--- src/hw/rtl/mrpt_pkg.sv ---
// ============================================================================
// Miller-Rabin package
// Shared constants, witness table and controller/datapath command types.
// ============================================================================
package mrpt_pkg;

    localparam int W            = 64;
    localparam int TABLE_SIZE   = 12;
    localparam int WITNESS_DEF  = 12;
    localparam int WIDX_W       = 4;
    localparam int CNT_W        = 7;

    function automatic logic [5:0] witness(input logic [WIDX_W-1:0] i);
        case (i)
            4'd0:    witness = 6'd2;
            4'd1:    witness = 6'd3;
            4'd2:    witness = 6'd5;
            4'd3:    witness = 6'd7;
            4'd4:    witness = 6'd11;
            4'd5:    witness = 6'd13;
            4'd6:    witness = 6'd17;
            4'd7:    witness = 6'd19;
            4'd8:    witness = 6'd23;
            4'd9:    witness = 6'd29;
            4'd10:   witness = 6'd31;
            4'd11:   witness = 6'd37;
            default: witness = 6'd0;
        endcase
    endfunction

    // datapath operations
    localparam logic [2:0] OP_NONE  = 3'd0;
    localparam logic [2:0] OP_LOAD  = 3'd1; // latch n, d = n-1, s = 0
    localparam logic [2:0] OP_SHIFT = 3'd2; // d >>= 1, s++
    localparam logic [2:0] OP_WINIT = 3'd3; // x=1, base=a, e=d
    localparam logic [2:0] OP_MULX  = 3'd4; // x = x*base mod n
    localparam logic [2:0] OP_SQB   = 3'd5; // base = base^2, e>>=1
    localparam logic [2:0] OP_SQX   = 3'd6; // x = x^2 mod n

    typedef struct packed {
        logic [2:0]        op;
        logic [WIDX_W-1:0] widx;
    } t_cmd;

    typedef struct packed {
        logic is_small;   // n <= 37
        logic small_prime;
        logic even;
        logic d_odd;
        logic e_zero;
        logic e_lsb;
        logic x_one;
        logic x_nm1;
        logic busy;       // modmul in progress
        logic [CNT_W-1:0] s;
    } t_sts;

endpackage

--- src/hw/rtl/mrpt_datapath.sv ---
// ============================================================================
// Miller-Rabin datapath
// Holds n, d, s, x, base, exponent and a bit-serial modular multiplier
// (one add-and-reduce step per cycle, one step per multiplier bit).
// ============================================================================
module mrpt_datapath
    import mrpt_pkg::*;
(
    input  logic         i_clk,
    input  logic         i_rst_n,
    input  logic [W-1:0] i_candidate,
    input  t_cmd         i_cmd,
    output t_sts         o_sts
);

    logic [W-1:0]     r_n, r_d, r_x, r_base, r_e;
    logic [CNT_W-1:0] r_s;
    logic [W-1:0]     r_ma, r_mb, r_acc;
    logic [6:0]       r_bit;
    logic             r_busy, r_dst_x, r_sqb;

    logic [W:0]   dbl, dbl_r, add, add_r;
    logic [W-1:0] step;

    always_comb begin
        dbl   = {r_acc, 1'b0};
        dbl_r = (dbl >= {1'b0, r_n}) ? dbl - {1'b0, r_n} : dbl;
        add   = dbl_r + {1'b0, r_ma};
        add_r = (add >= {1'b0, r_n}) ? add - {1'b0, r_n} : add;
        step  = r_mb[W-1] ? add_r[W-1:0] : dbl_r[W-1:0];
    end

    always_ff @(posedge i_clk) begin
        if (!i_rst_n) begin
            r_busy <= 1'b0;
        end else if (r_busy) begin
            r_acc <= step;
            r_mb  <= {r_mb[W-2:0], 1'b0};
            r_bit <= r_bit - 7'd1;
            if (r_bit == 7'd1) begin
                r_busy <= 1'b0;
                if (r_dst_x) begin
                    r_x <= step;
                end else begin
                    r_base <= step;
                end
                if (r_sqb) begin
                    r_e <= {1'b0, r_e[W-1:1]};
                end
            end
        end else begin
            case (i_cmd.op)
                OP_LOAD: begin
                    r_n <= i_candidate;
                    r_d <= i_candidate - 64'd1;
                    r_s <= '0;
                end
                OP_SHIFT: begin
                    r_d <= {1'b0, r_d[W-1:1]};
                    r_s <= r_s + 7'd1;
                end
                OP_WINIT: begin
                    r_x    <= 64'd1;
                    r_base <= {58'd0, witness(i_cmd.widx)};
                    r_e    <= r_d;
                end
                OP_MULX, OP_SQB, OP_SQX: begin
                    r_busy  <= 1'b1;
                    r_bit   <= 7'd64;
                    r_acc   <= '0;
                    r_dst_x <= (i_cmd.op != OP_SQB);
                    r_sqb   <= (i_cmd.op == OP_SQB);
                    r_ma    <= (i_cmd.op == OP_SQB) ? r_base : r_x;
                    r_mb    <= (i_cmd.op == OP_MULX) ? r_base :
                               (i_cmd.op == OP_SQB) ? r_base : r_x;
                end
                default: begin
                end
            endcase
        end
    end

    logic sp;
    always_comb begin
        sp = 1'b0;
        for (int i = 0; i < TABLE_SIZE; i++) begin
            if (r_n == {58'd0, witness(WIDX_W'(i))}) begin
                sp = 1'b1;
            end
        end
        o_sts.is_small    = (r_n <= 64'd37);
        o_sts.small_prime = sp;
        o_sts.even        = ~r_n[0];
        o_sts.d_odd       = r_d[0];
        o_sts.e_zero      = (r_e == '0);
        o_sts.e_lsb       = r_e[0];
        o_sts.x_one       = (r_x == 64'd1);
        o_sts.x_nm1       = (r_x == r_n - 64'd1);
        o_sts.busy        = r_busy;
        o_sts.s           = r_s;
    end

endmodule

--- src/hw/rtl/mrpt_ctrl.sv ---
// ============================================================================
// Miller-Rabin controller
// Screens small and even candidates, then sequences the split of n-1,
// square-and-multiply and the squaring loop.
module mrpt_ctrl
    import mrpt_pkg::*;
#(
    parameter int WITNESS_COUNT = WITNESS_DEF
)(
    input  logic i_clk,
    input  logic i_rst_n,
    input  logic i_valid,
    output logic o_ready,
    output logic o_valid,
    input  logic i_ready,
    output logic o_is_prime,
    input  t_sts i_sts,
    output t_cmd o_cmd
);

    localparam logic [3:0] S_IDLE  = 4'd0;
    localparam logic [3:0] S_CHK   = 4'd1;
    localparam logic [3:0] S_SPLIT = 4'd2;
    localparam logic [3:0] S_WIT   = 4'd3;
    localparam logic [3:0] S_PSTEP = 4'd4;
    localparam logic [3:0] S_SQB   = 4'd5;
    localparam logic [3:0] S_TEST  = 4'd6;
    localparam logic [3:0] S_SQX   = 4'd7;
    localparam logic [3:0] S_SQCHK = 4'd8;
    localparam logic [3:0] S_DONE  = 4'd9;
    localparam logic [3:0] S_WAITM = 4'd10;
    localparam logic [3:0] S_WAITB = 4'd11;

    localparam int CNT = (WITNESS_COUNT > TABLE_SIZE) ? TABLE_SIZE :
                         (WITNESS_COUNT < 1) ? 0 : WITNESS_COUNT;

    logic [3:0]        r_state, n_state;
    logic [WIDX_W-1:0] r_widx, n_widx;
    logic [CNT_W-1:0]  r_k, n_k;
    logic              r_res, n_res;

    assign o_ready    = (r_state == S_IDLE);
    assign o_valid    = (r_state == S_DONE);
    assign o_is_prime = r_res;

    always_comb begin
        n_state   = r_state;
        n_widx    = r_widx;
        n_k       = r_k;
        n_res     = r_res;
        o_cmd.op  = OP_NONE;
        o_cmd.widx = r_widx;
        case (r_state)
            S_IDLE: begin
                if (i_valid) begin
                    o_cmd.op = OP_LOAD;
                    n_state  = S_CHK;
                end
            end
            S_CHK: begin
                if (i_sts.is_small) begin
                    n_res = i_sts.small_prime; n_state = S_DONE;
                end else if (i_sts.even) begin
                    n_res = 1'b0; n_state = S_DONE;
                end else begin
                    n_state = S_SPLIT;
                end
            end
            S_SPLIT: begin
                if (!i_sts.d_odd) begin
                    o_cmd.op = OP_SHIFT;
                end else begin
                    n_widx = '0;
                    n_state = S_WIT;
                end
            end
            S_WIT: begin
                if (r_widx >= WIDX_W'(CNT)) begin
                    n_res = 1'b1; n_state = S_DONE;
                end else begin
                    o_cmd.op = OP_WINIT;
                    n_state  = S_PSTEP;
                end
            end
            S_PSTEP: begin
                if (i_sts.e_zero) begin
                    n_state = S_TEST;
                end else if (i_sts.e_lsb) begin
                    o_cmd.op = OP_MULX;
                    n_state  = S_WAITM;
                end else begin
                    n_state = S_SQB;
                end
            end
            S_WAITM: begin
                if (!i_sts.busy) n_state = S_SQB;
            end
            S_SQB: begin
                o_cmd.op = OP_SQB;
                n_state  = S_WAITB;
            end
            S_WAITB: begin
                if (!i_sts.busy) n_state = S_PSTEP;
            end
            S_TEST: begin
                if (i_sts.x_one || i_sts.x_nm1) begin
                    n_widx = r_widx + 1'b1; n_state = S_WIT;
                end else begin
                    n_k = 7'd1; n_state = S_SQX;
                end
            end
            S_SQX: begin
                if (r_k >= i_sts.s) begin
                    n_res = 1'b0; n_state = S_DONE;
                end else begin
                    o_cmd.op = OP_SQX;
                    n_state  = S_SQCHK;
                end
            end
            S_SQCHK: begin
                if (!i_sts.busy) begin
                    if (i_sts.x_nm1) begin
                        n_widx = r_widx + 1'b1; n_state = S_WIT;
                    end else begin
                        n_k = r_k + 7'd1; n_state = S_SQX;
                    end
                end
            end
            S_DONE: begin
                if (i_ready) n_state = S_IDLE;
            end
            default: n_state = S_IDLE;
        endcase
    end

    always_ff @(posedge i_clk) begin
        if (!i_rst_n) begin
            r_state <= S_IDLE;
            r_widx  <= '0;
            r_k     <= '0;
            r_res   <= 1'b0;
        end else begin
            r_state <= n_state;
            r_widx  <= n_widx;
            r_k     <= n_k;
            r_res   <= n_res;
        end
    end

endmodule

--- src/hw/rtl/miller_rabin_prime_test_64_top.sv ---
// ============================================================================
// Miller-Rabin 64-bit prime test, top level
// Controller and datapath for a deterministic primality test.
// ============================================================================
// One candidate word at a time. Each modular product runs on a bit-serial
// add-and-reduce unit; an odd candidate above 37 runs its products for up to
// WITNESS_COUNT witnesses. Small or even inputs are decided in S_CHK and go
// straight to S_DONE. The result word is held until taken.
module miller_rabin_prime_test_64_top
    import mrpt_pkg::*;
#(
    parameter int WITNESS_COUNT = WITNESS_DEF
)(
    input  logic         i_clk,
    input  logic         i_rst_n,
    input  logic         i_valid,
    output logic         o_ready,
    input  logic [W-1:0] i_candidate,
    output logic         o_valid,
    input  logic         i_ready,
    output logic         o_is_prime
);

    t_cmd cmd;
    t_sts sts;

    mrpt_ctrl #(.WITNESS_COUNT(WITNESS_COUNT)) u_ctrl (
        .i_clk, .i_rst_n, .i_valid, .o_ready, .o_valid, .i_ready,
        .o_is_prime, .i_sts(sts), .o_cmd(cmd)
    );

    mrpt_datapath u_dp (
        .i_clk, .i_rst_n, .i_candidate, .i_cmd(cmd), .o_sts(sts)
    );

endmodule

--- config.mk ---
export PLATFORM = sky130hd
export DESIGN_NAME = miller_rabin_prime_test_64_top
export DESIGN_NICKNAME = d
export VERILOG_FILES = /design/src/hw/rtl/mrpt_pkg.sv /design/src/hw/rtl/mrpt_datapath.sv /design/src/hw/rtl/mrpt_ctrl.sv /design/src/hw/rtl/miller_rabin_prime_test_64_top.sv
export SDC_FILE = /design/constraint.sdc
export NUM_CORES = 2
export LEC_CHECK = 0
export BUFFER_PORTS_ARGS = -buffer_cell sky130_fd_sc_hd__buf_4
export CELL_PAD_IN_SITES_DETAIL_PLACEMENT = 0
export CELL_PAD_IN_SITES_GLOBAL_PLACEMENT = 1
export CORE_ASPECT_RATIO = 0.7
export CORE_MARGIN = 2
export CORE_UTILIZATION = 34
export DETAILED_ROUTE_END_ITERATION = 16
export GPL_TIMING_DRIVEN = 0
export PLACE_DENSITY = 0.68
export SLEW_MARGIN = 20
export SYNTH_ARGS = -nofsm -noshare
export SYNTH_HDL_FRONTEND = slang
export SYNTH_SLANG_ARGS = --single-unit
export TNS_END_PERCENT = 10
--- constraint.sdc ---
create_clock -name i_clk -period 34.1 [get_ports i_clk]
set_clock_uncertainty 0.05 [all_clocks]
set_input_delay 10.23 -clock i_clk [delete_from_list [all_inputs] [get_ports i_clk]]
set_output_delay 10.23 -clock i_clk [all_outputs]
set_load 0.05 [all_outputs]
==> flow_summary.toml <==
[run_status]
outcome = "completed"

[placed_design]
dp_hpwl_mm = 130
routabilityCongestion = 0.986
port_buffers = 69

[global_route]
gr-total-overflow = 0
grt_max_degree = 25
antenna_found_initial = 4
grt_pass1_vias = 30800
grt_pass1_wl_mm = 227
grtUsageTotal = 0.269

[setup_path]
critical-path-top-delay-family = "compound AO/OA/AOI/OAI gates"
path_class = "reg -> reg"
crit_path_max_fanout = 10
worstSetupEndpointType = "register"
cp_data_arrival_time_ps = 15490
cp_common_cell = "clkbuf_1"
timing.critical_path.buf_inv = 7
cp-start-kind = "register"
cp_slowest_stage_delay_ps = 930
cp_data_required_time_ps = 34430
cp_slowest_cell = "buf_1"

[clocking]
cts_tree = "done"
htreeDepth = 2
cts.sinks = 551
ctsResizeCount = 0
insertion_delay_ps = 690
root_buffer = "clkbuf_16"
cts.path.max_buffers = 3
post-cts-setup-buffers = 0
holdBufCountCts = 0
path_clk_slew_ps = 70
cts_buffers = 58

[yosys]
synth-compound-area-share = 0.168
yosys_warnings = 0
synth_seq_cells = 551
synthTopCellsByArea = "edfxtp_1, ha_1, nand2_1, xnor2_1, o21ai_0"
synthFlopType = "edfxtp_1"
synth_adder_area_share = 0.0705
synthSimpleGateAreaFrac = 0.178
yosysSeqAreaShare = 0.422
synth_top_family_by_area = "simple AND/OR/NAND/NOR gates"
yosys.area.top_type = "edfxtp_1"
syn_avg_cell_area_um2 = 9.51
synthArstFlopShare = 0
synthCells = 4065
synth_xor_area_frac = 0.0759
synth_area_um2 = 38600
synth-edff-count = 528
yosysTopAreaCellShare = 0.410
ys_types = 103
synthesis.nets = 4349
synthMuxAreaShare = 0.0530

[sta]
whs_ps = 468
report.final.slew_viol_count = 0
period_share = 0.445
rsz0062_at_grt = "false"
fmax_mhz = 66.0
worst_pin_slew_ps = 1280
period_needed_ps = 15160
relSlewSlack = 0.145
hold_violations = 0
setup_tns_ps = 0
setup_viol = 0

[final_layout]
syn_to_final_growth_pct = 13.8
drive_gt1_frac = 0.0910
regArea_um2 = 16300
fill_cells = 11300
mostFrequentLayoutCells = "nand2_1, edfxtp_1, o21ai_0"
diodes = 0
layout_commonest_cell = "nand2_1"
nets = 4513
multi_input_area_um2 = 21200

[drt]
remaining_drc_errors = 0
wirelength_mm = 160
vias = 33900
vias_per_cell = 5.85
dr.pass1.iters = 7
drtIter0Drc = 4348
detail-route-antenna-nets = 0
post_drt_wl_per_cell_um = 27.5

[floorplanning]
die_h_um = 286
die_width_um = 407
start_util = 0.343
rows = 103
ios = 71
coreArea_um2 = 113000
die_area_um2 = 116000

[hold_path]
hold_class = "reg -> reg"

[power_and_ir_drop]
power.density_nw_per_um2 = 89.2
p_leak_nw = 16.1
peakVddDrop_mv = 0.0408

[flow_run]
max-cap-violations = 0
## final timing paths
path	from	end	slack, ps	cells past startpoint
worst max-delay path	u_dp.r_n[48]$_DFFE_PP_	u_dp.r_base[50]$_SDFFCE_PN0P_	18940	41
worst max register to register	u_dp.r_n[48]$_DFFE_PP_	u_dp.r_base[50]$_SDFFCE_PN0P_	18940	41
worst min-delay path	u_dp.r_mb[53]$_DFFE_PP_	u_dp.r_mb[54]$_DFFE_PP_	470	2
worst min register to register	u_dp.r_mb[53]$_DFFE_PP_	u_dp.r_mb[54]$_DFFE_PP_	470	2
## state kept, by name, summed over array words and instances (netlist names), 64 cells and up, named ones only
signal and count:
u_dp.r_acc 64, u_dp.r_base 64, u_dp.r_d 64, u_dp.r_e 64, u_dp.r_ma 64, u_dp.r_mb 64, u_dp.r_n 64, u_dp.r_x 64
## metal layers
metal	wire length, µm	track usage	up-vias
li1	-	-	15500
met1	80000	0.437	16700
met2	57100	0.330	1558
met3	19300	0.0891	149
met4	3180	0.0516	0
met5	0	0	-
## cell usage after synthesis (24+ instances only)
| master | instances |
|---|---|
| xnor2_1 | 210 |
| nor4_1 | 92 |
| ha_1 | 213 |
| clkbuf_1 | 138 |
| xor2_1 | 125 |
| o21ai_0 | 360 |
| nor2b_1 | 30 |
| nand3_1 | 85 |
| a31oi_1 | 46 |
| o211ai_1 | 24 |
| and3_1 | 27 |
| nand4_1 | 90 |
| o21bai_1 | 34 |
| a21oi_1 | 237 |
| nand2b_1 | 31 |
| edfxtp_1 | 528 |
| or3_1 | 35 |
| mux2_2 | 75 |
| a211oi_1 | 27 |
| inv_1 | 155 |
| mux2i_1 | 119 |
| a21o_1 | 102 |
| nor2_1 | 223 |
| nor3_1 | 77 |
| nand2_1 | 586 |
## kinds of logic after synthesis
group | after synthesis
muxes | 195
adders and majority gates | 216
DFF | 551
buffers and inverters | 320
AOI/OAI and AO/OA | 1043
xor gates and xnor gates | 335
and+or+nand+nor | 1405
## final cells by class
cell class                 instances  share of cell area
buffer                           164              0.0152
clock buffer                      65              0.0341
clock inverter                    43              0.0117
inverter                         156              0.0133
multi-input combinational       3194               0.482
sequential                       551               0.371
tap                             1522              0.0433
timing repair buffer             104              0.0290
## worst min-delay path: cells and delay by family (launching register included)
family / cells / cell delay, ps
AND/OR/NAND/NOR: 1 / 50
flip-flops: 1 / 320
AO/OA/AOI/OAI: 1 / 80
## power by group
group,switching (W),leakage [nW],internal (W)
clock,0.000315,0.956,0.000382
combinational,0.00149,10.2,0.000813
sequential,0.0000668,4.97,0.000854
total,0.00188,16.1,0.00205
## per-stage QoR
stage / instances / cell area [µm²] / total power [W] / setup slack, ps / util
final: 5799 / 44000 / 0.00392 / 18940 / 0.390
after global routing: 5799 / 44000 / 0.00413 / 18790 / 0.390
after CTS: 5799 / 43900 / 0.00384 / 19460 / 0.390
after detailed placement: 5691 / 41900 / 0.00313 / 19020 / 0.372
after global placement: 5656 / 41100 / 0.00312 / 11390 / 0.364
after floorplan: 4065 / 38600 / 0.00245 / 16090 / -
Power figures use the tool's default switching activity.
